[src/kpsd_pkg.sv]
`default_nettype none
package kpsd_pkg;

   // Register indexes on the configuration port
   localparam logic CSR_LOCKOUT_LENGTH = 1'b0;
   localparam logic CSR_PRESS_LEVEL    = 1'b1;

   localparam int   LOCKOUT_RESET      = 3;
   localparam int   MAX_RESULTS        = 4;
   localparam int   FIFO_DEPTH         = 4;
   localparam int   FIFO_AW            = 2;

   typedef logic [6:0] key_char_type;

   function automatic key_char_type key_char_of(input logic [3:0] key);
      key_char_type ch;
      case (key)
         4'd0:    ch = 7'h31;  // 1
         4'd1:    ch = 7'h32;  // 2
         4'd2:    ch = 7'h33;  // 3
         4'd3:    ch = 7'h41;  // A
         4'd4:    ch = 7'h34;  // 4
         4'd5:    ch = 7'h35;  // 5
         4'd6:    ch = 7'h36;  // 6
         4'd7:    ch = 7'h42;  // B
         4'd8:    ch = 7'h37;  // 7
         4'd9:    ch = 7'h38;  // 8
         4'd10:   ch = 7'h39;  // 9
         4'd11:   ch = 7'h43;  // C
         4'd12:   ch = 7'h2A;  // *
         4'd13:   ch = 7'h30;  // 0
         4'd14:   ch = 7'h23;  // #
         default: ch = 7'h44;  // D
      endcase
      return ch;
   endfunction

endpackage
`default_nettype wire

[src/kpsd_lane.sv]
`default_nettype none
module kpsd_lane #(
   parameter int COUNTER_BITS = 4
) (
   input  wire logic signed [COUNTER_BITS-1:0] counter_cur,
   input  wire logic signed [1:0]              step_cur,
   input  wire logic                           pressed_now,
   input  wire logic signed [COUNTER_BITS-1:0] load_mag,
   output logic signed [COUNTER_BITS-1:0]      counter_nxt,
   output logic signed [1:0]                   step_nxt,
   output logic                                press
);

   logic signed [COUNTER_BITS-1:0] step_ext;
   logic signed [COUNTER_BITS-1:0] counter_chk;
   logic                           stable_pressed;

   assign step_ext = COUNTER_BITS'(step_cur);

   always_comb begin
      counter_nxt = counter_cur;
      step_nxt    = step_cur;
      press       = 1'b0;
      counter_chk = counter_cur;
      stable_pressed = 1'b0;
      if (step_cur != 2'sd0 && counter_cur != '0) begin
         // still locked: advance and ignore the sample
         counter_nxt = counter_cur + step_ext;
      end else begin
         if (step_cur != 2'sd0) begin
            counter_chk = -step_ext;
            step_nxt    = 2'sd0;
         end
         counter_nxt    = counter_chk;
         stable_pressed = counter_chk > 0;
         if (pressed_now && !stable_pressed) begin
            counter_nxt = load_mag;
            step_nxt    = -2'sd1;
            press       = 1'b1;
         end else if (!pressed_now && stable_pressed) begin
            counter_nxt = -load_mag;
            step_nxt    = 2'sd1;
         end
      end
   end

endmodule
`default_nettype wire

[src/kpsd_merge.sv]
`default_nettype none
module kpsd_merge #(
   parameter int COLUMNS = 4
) (
   input  wire logic                clock,
   input  wire logic                reset,
   input  wire logic                push_valid,
   input  wire logic [1:0]          push_row,
   input  wire logic [COLUMNS-1:0]  push_mask,
   output logic                     push_ready,
   output logic                     rsp_valid,
   input  wire logic                rsp_ready,
   output kpsd_pkg::key_char_type   rsp_key_char,
   output logic [3:0]               rsp_key_index,
   output logic                     rsp_last
);
   import kpsd_pkg::*;

   localparam int CIDX_W = (COLUMNS > 1) ? $clog2(COLUMNS) : 1;

   logic [1:0]         row_mem [FIFO_DEPTH];
   logic [COLUMNS-1:0] mask_mem [FIFO_DEPTH];
   logic [FIFO_AW-1:0] wr_ptr_ff, wr_ptr_in;
   logic [FIFO_AW-1:0] rd_ptr_ff, rd_ptr_in;
   logic [FIFO_AW:0]   count_ff, count_in;

   logic [1:0]         cur_row_ff, cur_row_in;
   logic [COLUMNS-1:0] cur_mask_ff, cur_mask_in;

   logic [COLUMNS-1:0] first_bit;
   logic [CIDX_W-1:0]  sel;
   logic               push, pop, fifo_nonempty;

   assign fifo_nonempty = count_ff != '0;
   assign push_ready    = count_ff != (FIFO_AW+1)'(FIFO_DEPTH);
   assign push          = push_valid && push_ready;

   assign first_bit = cur_mask_ff & (~cur_mask_ff + 1'b1);
   assign rsp_valid = cur_mask_ff != '0;
   assign rsp_last  = (cur_mask_ff & ~first_bit) == '0;

   always_comb begin
      sel = '0;
      for (int c = COLUMNS - 1; c >= 0; c--) begin
         if (cur_mask_ff[c]) sel = CIDX_W'(c);
      end
   end

   assign rsp_key_index = 4'(int'(cur_row_ff) * COLUMNS + int'(sel));
   assign rsp_key_char  = key_char_of(rsp_key_index);

   assign pop = fifo_nonempty && (!rsp_valid || (rsp_ready && rsp_last));

   always_comb begin
      wr_ptr_in   = push ? wr_ptr_ff + 1'b1 : wr_ptr_ff;
      rd_ptr_in   = pop ? rd_ptr_ff + 1'b1 : rd_ptr_ff;
      count_in    = count_ff + (FIFO_AW+1)'(push) - (FIFO_AW+1)'(pop);
      cur_row_in  = cur_row_ff;
      cur_mask_in = cur_mask_ff;
      if (pop) begin
         cur_row_in  = row_mem[rd_ptr_ff];
         cur_mask_in = mask_mem[rd_ptr_ff];
      end else if (rsp_valid && rsp_ready) begin
         // drop the key just delivered
         cur_mask_in = cur_mask_ff & ~first_bit;
      end
   end

   always_ff @(posedge clock) begin
      if (push) begin
         row_mem[wr_ptr_ff]  <= push_row;
         mask_mem[wr_ptr_ff] <= push_mask;
      end
      cur_row_ff <= cur_row_in;
      if (reset) begin
         wr_ptr_ff   <= '0;
         rd_ptr_ff   <= '0;
         count_ff    <= '0;
         cur_mask_ff <= '0;
      end else begin
         wr_ptr_ff   <= wr_ptr_in;
         rd_ptr_ff   <= rd_ptr_in;
         count_ff    <= count_in;
         cur_mask_ff <= cur_mask_in;
      end
   end

endmodule
`default_nettype wire

[src/keypad_scan_debounce_top.sv]
// Keypad scanner with per-key debounce lockout.
// Request channel (req_valid/req_ready): one sampled row, req_row and
// req_column_bits. All keys of that row are updated side by side in the
// cycle the request is accepted, so a request can be taken every cycle.
// Response channel (rsp_valid/rsp_ready): one response per newly accepted
// press, at most four per request, in column order; rsp_last marks the
// final press of a request. A request with no press gives no response.
// The presses of a request take one entry of a four-entry queue,
// behind the request being delivered, then move to a register from
// which they leave one per cycle; req_ready drops only while that
// queue is full, which sets the rate when many presses arrive and
// the receiver stalls. A stalled response holds its fields.
// Configuration (csr_write_enable/csr_index/csr_write_data): index 0 is
// the lockout length, index 1 the column level that means pressed.
// Reset (synchronous) marks every key released with no lockout, sets
// lockout length 3 and press level 0, and empties the queue.
`default_nettype none
module keypad_scan_debounce_top #(
   parameter int ROWS         = 4,
   parameter int COLUMNS      = 4,
   parameter int COUNTER_BITS = 4
) (
   input  wire logic              clock,
   input  wire logic              reset,
   input  wire logic              req_valid,
   output logic                   req_ready,
   input  wire logic [1:0]        req_row,
   input  wire logic [3:0]        req_column_bits,
   output logic                   rsp_valid,
   input  wire logic              rsp_ready,
   output kpsd_pkg::key_char_type rsp_key_char,
   output logic [3:0]             rsp_key_index,
   output logic                   rsp_last,
   input  wire logic              csr_write_enable,
   input  wire logic              csr_index,
   input  wire logic [2:0]        csr_write_data
);
   import kpsd_pkg::*;

   localparam int RIDX_W = (ROWS > 1) ? $clog2(ROWS) : 1;
   localparam int CMAX   = (1 << (COUNTER_BITS - 1)) - 1;

   logic [2:0] lockout_length_ff;
   logic       press_level_ff;

   logic signed [COUNTER_BITS-1:0] counter_ff [ROWS][COLUMNS];
   logic signed [1:0]              step_ff [ROWS][COLUMNS];

   logic signed [COUNTER_BITS-1:0] counter_in [COLUMNS];
   logic signed [1:0]              step_in [COLUMNS];
   logic [COLUMNS-1:0]             press;
   logic [COLUMNS-1:0]             press_kept;

   logic [RIDX_W-1:0]              row_idx;
   logic                           row_ok;
   logic                           accept;
   logic [3:0]                     len_plus;
   logic signed [COUNTER_BITS-1:0] load_mag;
   logic                           push_ready;

   assign row_idx  = RIDX_W'(req_row);
   assign row_ok   = int'(req_row) < ROWS;
   assign accept   = req_valid && req_ready;
   assign req_ready = push_ready;

   assign len_plus = {1'b0, lockout_length_ff} + 4'd1;
   assign load_mag = (int'(len_plus) > CMAX) ? COUNTER_BITS'(CMAX)
                                             : COUNTER_BITS'(len_plus);

   always_ff @(posedge clock) begin
      if (reset) begin
         lockout_length_ff <= 3'(LOCKOUT_RESET);
         press_level_ff    <= 1'b0;
      end else if (csr_write_enable) begin
         case (csr_index)
            CSR_LOCKOUT_LENGTH: lockout_length_ff <= csr_write_data;
            CSR_PRESS_LEVEL:    press_level_ff    <= csr_write_data[0];
            default:            ;
         endcase
      end
   end

   for (genvar c = 0; c < COLUMNS; c++) begin : g_lane
      logic level;
      if (c < 4) begin : g_pin
         assign level = req_column_bits[c];
      end else begin : g_none
         assign level = 1'b0;
      end

      kpsd_lane #(
         .COUNTER_BITS(COUNTER_BITS)
      ) u_lane (
         .counter_cur (counter_ff[row_idx][c]),
         .step_cur    (step_ff[row_idx][c]),
         .pressed_now (level == press_level_ff),
         .load_mag    (load_mag),
         .counter_nxt (counter_in[c]),
         .step_nxt    (step_in[c]),
         .press       (press[c])
      );
   end

   // keep only the first presses that fit in one request's responses
   always_comb begin
      logic [3:0] n;
      n = '0;
      press_kept = '0;
      for (int c = 0; c < COLUMNS; c++) begin
         if (press[c] && n < 4'(MAX_RESULTS)) begin
            press_kept[c] = 1'b1;
            n = n + 4'd1;
         end
      end
   end

   always_ff @(posedge clock) begin
      if (reset) begin
         for (int r = 0; r < ROWS; r++) begin
            for (int c = 0; c < COLUMNS; c++) begin
               counter_ff[r][c] <= '1;
               step_ff[r][c]    <= 2'sd0;
            end
         end
      end else if (accept && row_ok) begin
         for (int c = 0; c < COLUMNS; c++) begin
            counter_ff[row_idx][c] <= counter_in[c];
            step_ff[row_idx][c]    <= step_in[c];
         end
      end
   end

   kpsd_merge #(
      .COLUMNS(COLUMNS)
   ) u_merge (
      .clock         (clock),
      .reset         (reset),
      .push_valid    (req_valid && row_ok && (press_kept != '0)),
      .push_row      (req_row),
      .push_mask     (press_kept),
      .push_ready    (push_ready),
      .rsp_valid     (rsp_valid),
      .rsp_ready     (rsp_ready),
      .rsp_key_char  (rsp_key_char),
      .rsp_key_index (rsp_key_index),
      .rsp_last      (rsp_last)
   );

endmodule
`default_nettype wire

[config.mk]
export PLATFORM = sky130hd
export DESIGN_NAME = keypad_scan_debounce_top
export DESIGN_NICKNAME = d
export VERILOG_FILES = /design/src/kpsd_pkg.sv /design/src/kpsd_lane.sv /design/src/kpsd_merge.sv /design/src/keypad_scan_debounce_top.sv
export SDC_FILE = /design/constraint.sdc
export NUM_CORES = 1
export LEC_CHECK = 0
export ABC_AREA = 1
export BUFFER_PORTS_ARGS = -buffer_cell sky130_fd_sc_hd__buf_4
export CORE_MARGIN = 2
export CORE_UTILIZATION = 35
export DETAILED_ROUTE_END_ITERATION = 6
export PLACE_DENSITY = 0.55
export SETUP_SLACK_MARGIN = 0.05
export SYNTH_ARGS = -nofsm -noshare
export SYNTH_HDL_FRONTEND = slang
export SYNTH_SLANG_ARGS = --single-unit
[constraint.sdc]
create_clock -name clock -period 4.8 [get_ports clock]
set_input_delay 0.96 -clock clock [delete_from_list [all_inputs] [get_ports clock]]
set_output_delay 0.96 -clock clock [all_outputs]
set_load 0.005 [all_outputs]
# After elaboration in Yosys (flattened, before gate mapping)

Memories as Yosys holds them, arrays and structs flattened. A register that Yosys moved wholly into a read port is not among the register bits.
Index checks and enable logic that the tools add are counted.

Bits in registers: 15
Bits in latches: 0
RAM bits: 120
ROM bits: 112
Input bits: 15
Output and inout bits: 14
Logic and storage cells: 168
Memories kept: 5

Add/subtract/negate cells: 18
Multiply operators: 0
Div/mod/pow operators: 0
Order comparisons: 8
Equality and inequality tests: 5
Shift operators: 0
Multiplexer cells: 73
Bitwise logic cells: 5
Reductions and logical operators: 48

Memory list:

| name             | depth | width | rd ports | clocked after Yosys merged registers in | wr ports | RTL line                       | text |
|---|---|---|---|---|---|---|---|
| (name not given) | 16    | 7     | 1        | 0                                       | 0        | kpsd_pkg.sv:17                 | `case (key)` |
| counter_ff       | 4     | 16    | 1        | 0                                       | 4        | keypad_scan_debounce_top.sv:46 | `logic signed [COUNTER_BITS-1:0] counter_ff [ROWS][COLUMNS];` |
| step_ff          | 4     | 8     | 1        | 0                                       | 4        | keypad_scan_debounce_top.sv:47 | `logic signed [1:0] step_ff [ROWS][COLUMNS];` |
| u_merge.mask_mem | 4     | 4     | 1        | 1                                       | 1        | kpsd_merge.sv:22               | `logic [COLUMNS-1:0] mask_mem [FIFO_DEPTH];` |
| u_merge.row_mem  | 4     | 2     | 1        | 1                                       | 1        | kpsd_merge.sv:21               | `logic [1:0] row_mem [FIFO_DEPTH];` |

Operator list:

| kind                                                                             | count |
|---|---|
| 4-bit two-way mux                                                                | 25 |
| 2-bit two-way mux                                                                | 24 |
| 4-bit nonzero test                                                               | 6 |
| 1-bit two-way mux                                                                | 22 |
| 1-bit logical AND                                                                | 21 |
| 4-bit by 2-bit adder with 4-bit output                                           | 5 |
| 4-bit by 1-bit greater-than comparator with 1-bit output (second input constant) | 4 |
| 16-bit two-way mux                                                               | 1 |
| 2-bit negation with 4-bit output                                                 | 4 |
| 16-bit OR reduction                                                              | 1 |
| 4-bit by 1-bit adder with 4-bit output (second input constant)                   | 3 |
| 4-bit by 3-bit less-than comparator with 1-bit output (second input constant)    | 3 |
| 2-bit nonzero test                                                               | 5 |
| 1-bit zero test                                                                  | 9 |
| 4-bit AND                                                                        | 2 |
| 8-bit two-way mux                                                                | 1 |
| 4-bit inverter                                                                   | 2 |
| 8-bit OR reduction                                                               | 1 |
| 2-bit by 1-bit adder with 2-bit output (second input constant)                   | 2 |
| 3-bit by 1-bit adder with 4-bit output (second input constant)                   | 1 |
| 1-bit equality test                                                              | 4 |
| 4-bit by 3-bit greater-than comparator with 1-bit output (second input constant) | 1 |
| 4-bit zero test                                                                  | 1 |
| 4-bit negation                                                                   | 1 |
| 7 further kinds                                                                  | 8 |

# Depth between registers and ports, before layout

Gate-level depths: netlist of the first run.
An unclocked memory read counts as a cell.

Word-level depth: 24
Depth in mapped cells: 23
Gate-level depth less buffers: 22

# By module

From an unflattened synthesis of the first run, not the netlist that was laid out.

Cell total of the unflattened synthesis: 1,088
Area total of the unflattened synthesis: 8,667.1 µm²

Modules (own cells, without submodules):

| module                            | instances | cells an instance | area each (µm²) | seq. area each (µm²) |
|---|---|---|---|---|
| keypad_scan_debounce_top          | 1         | 524               | 4,734.5         | 2,962.8 |
| kpsd_merge                        | 1         | 195               | 1,869.3         | 1,041.0 |
| kpsd_lane at g_lane[0].u_lane ... | 3         | 92                | 506.7           | 0.0 |
| kpsd_lane at g_lane[2].u_lane     | 1         | 93                | 543.0           | 0.0 |

# Least setup slack after synthesis of the first run

Ideal clock, no wire load.

Path type: in2reg
Start: in req_row[0]
End: reg u_merge.count_ff[1]
Setup time: 124 ps
Arrival time: 3,883 ps
Required time: 4,676 ps
Path slack: 793 ps
Stages on the path: 20
Buffers on the path: 1
Cells stage by stage: buf_4 > inv_4 > nor2_2 > nand2_1 > nand4_2 > inv_1 > ha_1 > or2_2 > nand2_1 > nand3_1 > nand2_2 > nand3_2 > ha_1 > nand3_2 > nand2_1 > inv_1 > ha_1 > fa_1 > inv_1 > nor2_1

Word-level cells in the longest chain between the ends: 24
Elaborated cells on any way between the ends: 66
Those cells by class: add/sub: 8; order compare: 7; mux: 23; reduce/logical: 26; memory: 2

Ends and longest elaborated chain:

| item                                                                   | RTL line                                          | text |
|---|---|---|
| start, declared                                                        | keypad_scan_debounce_top.sv:27                    | `input wire logic [1:0] req_row,` |
| memory 4 x 8 bit                                                       | -                                                 |  |
| 2-bit negation with 4-bit output or 2-bit nonzero test (tied branches) | kpsd_lane.sv:31, kpsd_lane.sv:26, kpsd_lane.sv:30 |  |
| 4-bit two-way mux                                                      | kpsd_lane.sv:30                                   | `if (step_cur != 2'sd0) begin` |
| 4-bit two-way mux                                                      | kpsd_lane.sv:26                                   | `if (step_cur != 2'sd0 && counter_cur != '0) begin` |
| 4-bit by 1-bit greater-than comparator with 1-bit output               | kpsd_lane.sv:35                                   | `stable_pressed = counter_chk > 0;` |
| 1-bit zero test                                                        | kpsd_lane.sv:36                                   | `if (pressed_now && !stable_pressed) begin` |
| 1-bit logical AND                                                      | kpsd_lane.sv:36                                   |  |
| 1-bit two-way mux                                                      | kpsd_lane.sv:36                                   |  |
| (+10 left out)                                                         | -                                                 |  |
| 1-bit two-way mux                                                      | keypad_scan_debounce_top.sv:110                   | `if (press[c] && n < 4'(MAX_RESULTS)) begin` |
| 4-bit nonzero test *                                                   | keypad_scan_debounce_top.sv:138                   | `.push_valid (req_valid && row_ok && (press_kept != '0)),` |
| 1-bit logical AND *                                                    | keypad_scan_debounce_top.sv:138                   |  |
| 1-bit logical AND *                                                    | kpsd_merge.sv:36                                  | `assign push = push_valid && push_ready;` |
| net u_merge.push                                                       | kpsd_merge.sv:32                                  | `logic push, pop, fifo_nonempty;` |
| 3-bit by 1-bit adder with 3-bit output *                               | kpsd_merge.sv:57                                  | `count_in = count_ff + (FIFO_AW+1)'(push) - (FIFO_AW+1)'(pop);` |
| 3-bit by 1-bit subtractor with 3-bit output *                          | kpsd_merge.sv:57                                  |  |
| net u_merge.count_in[1]                                                | kpsd_merge.sv:25                                  | `logic [FIFO_AW:0] count_ff, count_in;` |
| end signal, assigned                                                   | kpsd_merge.sv:83                                  | `count_ff <= count_in;` |
| end, declared                                                          | kpsd_merge.sv:25                                  |  |

Mark *: on every way through the listed nets, which the timed path passes. The rest lies on a longest branch. The select of a mux whose other input is x is not followed.
A chain may end at the register's enable or synchronous reset.

# Worst setup path in the final report of the first run

Ends and elaborated chain as after synthesis.

==> results of run 1 <==
[path summary, 6_finish.rpt]
kind                            cells after the start                     end  slack [ns]              startpoint
worst max register to register                     21     u_merge.count_ff[2]        1.52           step_ff[1][7]
worst min-delay path                                2  u_merge.cur_mask_ff[3]        0.48  u_merge.cur_mask_ff[3]
worst max-delay path                               19     u_merge.count_ff[1]        0.71              req_row[0]
worst min register to register                      2  u_merge.cur_mask_ff[3]        0.48  u_merge.cur_mask_ff[3]
[metal layers]
| metal | up-vias | share of wire (%) |
|---|---|---|
| li1 | 3170 | - |
| met1 | 2935 | 46 |
| met2 | 181 | 46 |
| met3 | 36 | 6.0 |
| met4 | 0 | 2.3 |
| met5 | - | 0 |
[final cells by class]
class / count / area share (%)
tap: 285 / 3.88
timing repair buffer: 49 / 4.01
multi-input combinational: 641 / 36.8
sequential: 139 / 43.6
clock buffer: 20 / 5.45
clock inverter: 12 / 1.34
inverter: 119 / 4.89
[critical path, cell delays in order]
cell     delay (ns)
buf_4          0.19
nor2_2         0.51
a21oi_1        0.18
nand2_2        0.17
inv_1          0.11
ha_1           0.27
or2_2          0.31
nand2_1        0.09
nand3_1        0.11
nand2_1        0.15
nand3_2        0.13
ha_1           0.25
nand3_2        0.12
nand2_1        0.13
inv_1          0.08
ha_1           0.16
fa_1           0.41
inv_1          0.06
nor2_1         0.03
[logic make-up after synthesis]
group	after synthesis
buffers and inverters	141
adder cells (fa/ha/maj)	36
AND/OR/NAND/NOR	484
flip-flops	139
AO/OA/AOI/OAI	104
XOR/XNOR	17
[through the flow]
stage	std cells	util [%]	area, um^2	hold WS [ns]	setup WS [ns]
4_1_cts	1265	40.9	9180	0.482	0.728
5_1_grt	1265	40.9	9180	0.518	0.371
2_1_floorplan	921	-	7950	0.456	0.793
6_report	1265	40.9	9180	0.482	0.706
3_5_place_dp	1233	38.2	8560	0.473	0.295
3_3_place_gp	1233	38.2	8560	0.474	0.333
[where the power goes]
| group | internal [W] | leakage [nW] | switching [W] |
|---|---|---|---|
| logic | 0.000425 | 2.39 | 0.000769 |
| clock network | 0.000819 | 0.307 | 0.000553 |
| registers | 0.00144 | 1.18 | 0.0000716 |
[state kept, by name, indices dropped and copies added, names as in the netlist, named ones only]
register             count
press_level_ff           1
step_ff                 32
u_merge.rd_ptr_ff        2
lockout_length_ff        3
u_merge.count_ff         3
u_merge.wr_ptr_ff        2
u_merge.mask_mem        16
u_merge.cur_row_ff       2
u_merge.row_mem          8
counter_ff              64
u_merge.cur_mask_ff      4
[cell usage after synthesis (all sizes together)]
cell type and count:
a21oi 44, a22oi 4, a31o 1, and2 2
buf 10, clkbuf 12, clkinv 1, dfxtp 17
edfxtp 122, fa 5, ha 31, inv 118
nand2 246, nand3 130, nand3b 2, nand4 4
nor2 91, nor3 3, o211ai 7, o21a 1
o21ai 34, o21bai 1, o221ai 1, o22ai 11
or2 6, xnor2 7, xor2 10
==> key figures, run 1 <==
Setup path
  • Crit-path max FO: 17
  • Critical path class: input pin to register
  • CP Capture Type: register
  • Startpoint Class: input pin
  • Worst EP required: 5.11 ns
  • WP data arrival: approximately 4.4 ns

Layout
  • Multi-input gate area: 0.00338 mm^2
  • Ratio of cells with drive above 1 in the final layout: 14.1%
  • Net count reported at finish: between 1000 and 1500
  • Most common cell after layout, fill and taps aside: nand2_1
  • Commonest non-fill, non-tap cells in the layout: nand2_1, edfxtp_1, nand3_1, inv_1, nor2_1
  • Antenna Cells: 0
  • P&R area growth vs syn: 15.6%
  • Seq. cell area: 0.00400 mm^2
  • Filler cells: 2255

Global route
  • GRT Resource Usage Total: 18.1%
  • First-pass GRT wire length: ~33000 um
  • GR Util met3: 4.23%
  • Initial antenna violation count: 0
  • Grt ovf: 0
  • GR peak layer: met2
  • Pin count of the biggest net entering global routing: 24
  • Vias in the first global route: 6116
  • GR Util met2: between 20 and 30%
  • Met1 Use GR: 24.5%

Clocking
  • Later-pin clock latency in the skew report: 0.43 ns
  • Max clock buf depth: 2
  • Reg clk slew, reported paths: 0.06 ns
  • TritonCTS buffer count: 17
  • H-tree levels: 4
  • Clk sinks: roughly 140
  • CTS tree: done
  • Cts hold-fix bufs: 0
  • Setup bufs post-CTS: 0
  • CTS root buffer: clkbuf_16
  • Post_cts resized: 0

Timing
  • Worst-margin pin slew: 1.09 ns
  • Period utilization: 85.3%
  • Final Setup Violations: 0
  • Crit path time final: roughly 4 ns
  • Clock Skews: about 0.014 ns
  • Setup TNS: 0 ns
  • F_max: 244 MHz
  • Final Max Slew Viols: 0
  • Slew Limit Headroom: 26.8%
  • Final Hold Vio Count: 0
  • RSZ-0062 raised after global routing: no

Power
  • Final Power: approximately 0.004 W
  • VDD IR-drop max: 250 uV
  • P_leak: around 3.9 nW
  • Pwr dens: 444 mW/mm^2

Floorplanning
  • Chip width: about 150 um
  • Row count: 55
  • Die footprint: 0.0239 mm^2
  • Die Ht: 155 um
  • Ports: 29
  • Starting density of the core: 35.4%
  • Total core area: 0.0224 mm^2

Yosys
  • Cell area after synthesis: between 0.007 and 0.008 mm^2
  • Synth Area in Simple Gates: 26.7%
  • Ys Warns: 0
  • Adder-Cell Fraction of Synth Area: 6.14%
  • Multiplexer share of the synthesized area: 0%
  • Post-synthesis compound-gate area fraction: 7.82%
  • Largest family of logic cells by synthesized area: simple AND/OR/NAND/NOR gates
  • Synth area leader: edfxtp_1
  • Synth top area share: 46.1%
  • Area contributors post-synth: edfxtp_1, nand2_1, nand3_1
  • Mapped Cells: roughly 920
  • Mapped Nets: 972
  • Post-Synth XOR/XNOR Area: 1.87%
  • Synth Area per Inst: 8.63 um^2
  • Distinct cell type count after synthesis: 40
  • Sequential cell area fraction in the yosys report: 50.4%
  • FF+latch count, synth: approximately 140

Route
  • DR pass1 iterations: 5
  • Post-route ant nets: 0
  • Via count: 6322
  • Total length of routed wires: 20900 um
  • Drt first-iter violations: 584
  • Drt via density: 5.00
  • DR WL/cell: approximately 16 um
  • Number of remaining DRC errors: 0

Flow run
  • Max Cap Viol: 0

Min path
  • Hold WC Path Type: register to register

Placed design
  • Final RePlAce weighted congestion: 0.869
  • Port Buffer Count: 28
  • Dpl hpwl: 14900 um

Status
  • Status: finished, final reports clean
No activity file was read; power rests on OpenSTA's default activity.
==> run 2: changes to the inputs <==
- CORE_MARGIN: 2 -> unset
==> key figures, run 2 (synthesis results as in run 1) <==
Floorplanning
  • Total core area: 0.0220 mm^2
  • Starting density of the core: 36.1%
  • Chip width: 153 um
  • Row count: 54
  • Ports: 29
  • Die Ht: 153 um
  • Die footprint: 0.0233 mm^2

Route
  • Via count: 6359
  • DR WL/cell: 16.7 um
  • Post-route ant nets: 0
  • Drt via density: 5.04
  • DR pass1 iterations: 7
  • Drt first-iter violations: 373
  • Number of remaining DRC errors: 0
  • Total length of routed wires: around 21000 um

Layout
  • Multi-input gate area: 0.00338 mm^2
  • Commonest non-fill, non-tap cells in the layout: nand2_1, edfxtp_1, nand3_1, inv_1, nor2_1
  • Ratio of cells with drive above 1 in the final layout: between 10% and 20%
  • Most common cell after layout, fill and taps aside: nand2_1
  • Filler cells: around 2200
  • Top flop regs: counter_ff (64), step_ff (32), u_merge.mask_mem (16)
  • Antenna Cells: 0
  • Max reg flops: 64
  • Net count reported at finish: around 1000
  • Seq. cell area: approximately 0.0040 mm^2
  • P&R area growth vs syn: 15.9%
  • Largest Register: counter_ff

Power
  • Pwr dens: 451 mW/mm^2
  • Final Power: 0.00416 W
  • VDD IR-drop max: 258 uV
  • P_leak: 3.88 nW

Clocking
  • CTS tree: done
  • TritonCTS buffer count: 17
  • H-tree levels: 4
  • Post_cts resized: 0
  • CTS root buffer: clkbuf_16
  • Later-pin clock latency in the skew report: 0.43 ns
  • Max clock buf depth: 2
  • Clk sinks: 139
  • Setup bufs post-CTS: 0
  • Cts hold-fix bufs: 0
  • Reg clk slew, reported paths: 0.06 ns

Setup path
  • Critical path class: input pin to register
  • Crit-path max FO: 14
  • CP Cell Sequence: buf_4, nor2_2, a21oi_1, nand2_2, inv_1, ha_1, or2_2, nand2_1, nand3_1, nand2_1, nand3_2, ha_1, nand3_2, nand2_1, inv_1, ha_1, fa_1, inv_1, nor2_1
  • Largest stage delay on the critical path: 0.66 ns
  • Worst EP required: 5.12 ns
  • Startpoint Class: input pin
  • CP Capture Type: register
  • WP data arrival: between 4 and 5 ns
  • Crit-path slowest cell: nor2_2

Placed design
  • Dpl hpwl: 14800 um
  • Port Buffer Count: 28
  • Final RePlAce weighted congestion: 0.862

Min path
  • Hold WC Path Type: register to register

Flow run
  • Max Cap Viol: 0

Global route
  • First-pass GRT wire length: 33600 um
  • Grt ovf: 0
  • GRT Resource Usage Total: 19.1%
  • Vias in the first global route: 6072
  • Initial antenna violation count: 0
  • Pin count of the biggest net entering global routing: 25

Timing
  • Worst-margin pin slew: slightly below 1 ns
  • Final Max Slew Viols: 0
  • F_max: 239 MHz
  • Final Hold Vio Count: 0
  • Period utilization: 87.3%
  • Crit path time final: 4.19 ns
  • Setup TNS: 0 ns
  • RSZ-0062 raised after global routing: no
  • Clock Skews: 0.0105 ns
  • Final Setup Violations: 0
  • Slew Limit Headroom: roughly a third

Status
  • Status: finished, final reports clean
-- run 2: changes by cell type in the layout (fill, tap and decap cells not counted), sizes merged --
cell	change
bufinv	+4
clkbuf	-3
buf	+2
inv	-2
clkinv	+1
-- run 2: worst paths after layout --
| path | startpoint | to | slack (ns) | depth (start not counted) |
|---|---|---|---|---|
| worst max-delay path | req_row[0] | u_merge.count_ff[1] | 0.61 | 19 |
| worst min-delay path | u_merge.cur_mask_ff[3] | u_merge.cur_mask_ff[3] | 0.49 | 2 |
| worst max register to register | step_ff[3][6] | u_merge.count_ff[2] | 1.56 | 21 |
| worst min register to register | u_merge.cur_mask_ff[3] | u_merge.cur_mask_ff[3] | 0.49 | 2 |
-- run 2: stage by stage --
| stage | utilization (%) | setup slack, ns | area, um^2 | std cells | hold WS, ns |
|---|---|---|---|---|---|
| after floorplan | - | 0.793 | 7950 | 921 | 0.456 |
| after global placement | 38.9 | 0.164 | 8570 | 1230 | 0.483 |
| after detailed placement | 38.9 | 0.128 | 8570 | 1230 | 0.485 |
| after CTS | 41.8 | 0.574 | 9210 | 1262 | 0.492 |
| after global routing | 41.8 | 0.251 | 9210 | 1262 | 0.501 |
| final | 41.8 | 0.607 | 9210 | 1262 | 0.486 |
-- run 2: power breakdown --
part           total, W  internal, W  switching, W
Sequential      0.00151      0.00144     0.0000710
Clock           0.00145     0.000922      0.000531
Combinational   0.00120     0.000425      0.000774
Total           0.00416      0.00278       0.00138
-- run 2: metal layers --
metal	track usage, %	vias up	share of wire, %
met4	6.25	0	1.8
li1	-	3164	-
met2	31.1	159	46
met3	4.47	29	5.5
met5	0	-	0
met1	25.1	3007	47
-- run 2: final cells by class --
cell class                 instances  share of cell area [%]
sequential                       139                    43.5
clock buffer                      17                    4.62
timing repair buffer              51                    4.16
multi-input combinational        641                    36.7
clock inverter                    15                    2.38
inverter                         119                    4.88
tap                              280                    3.80
-- run 2: worst max-delay path, delay by kind of cell --
family                     cells  cell delay, ns
AOI/OAI and AO/OA              1            0.18
adders and majority gates      4            1.06
and+or+nand+nor               10            1.89
buffers and inverters          4            0.40
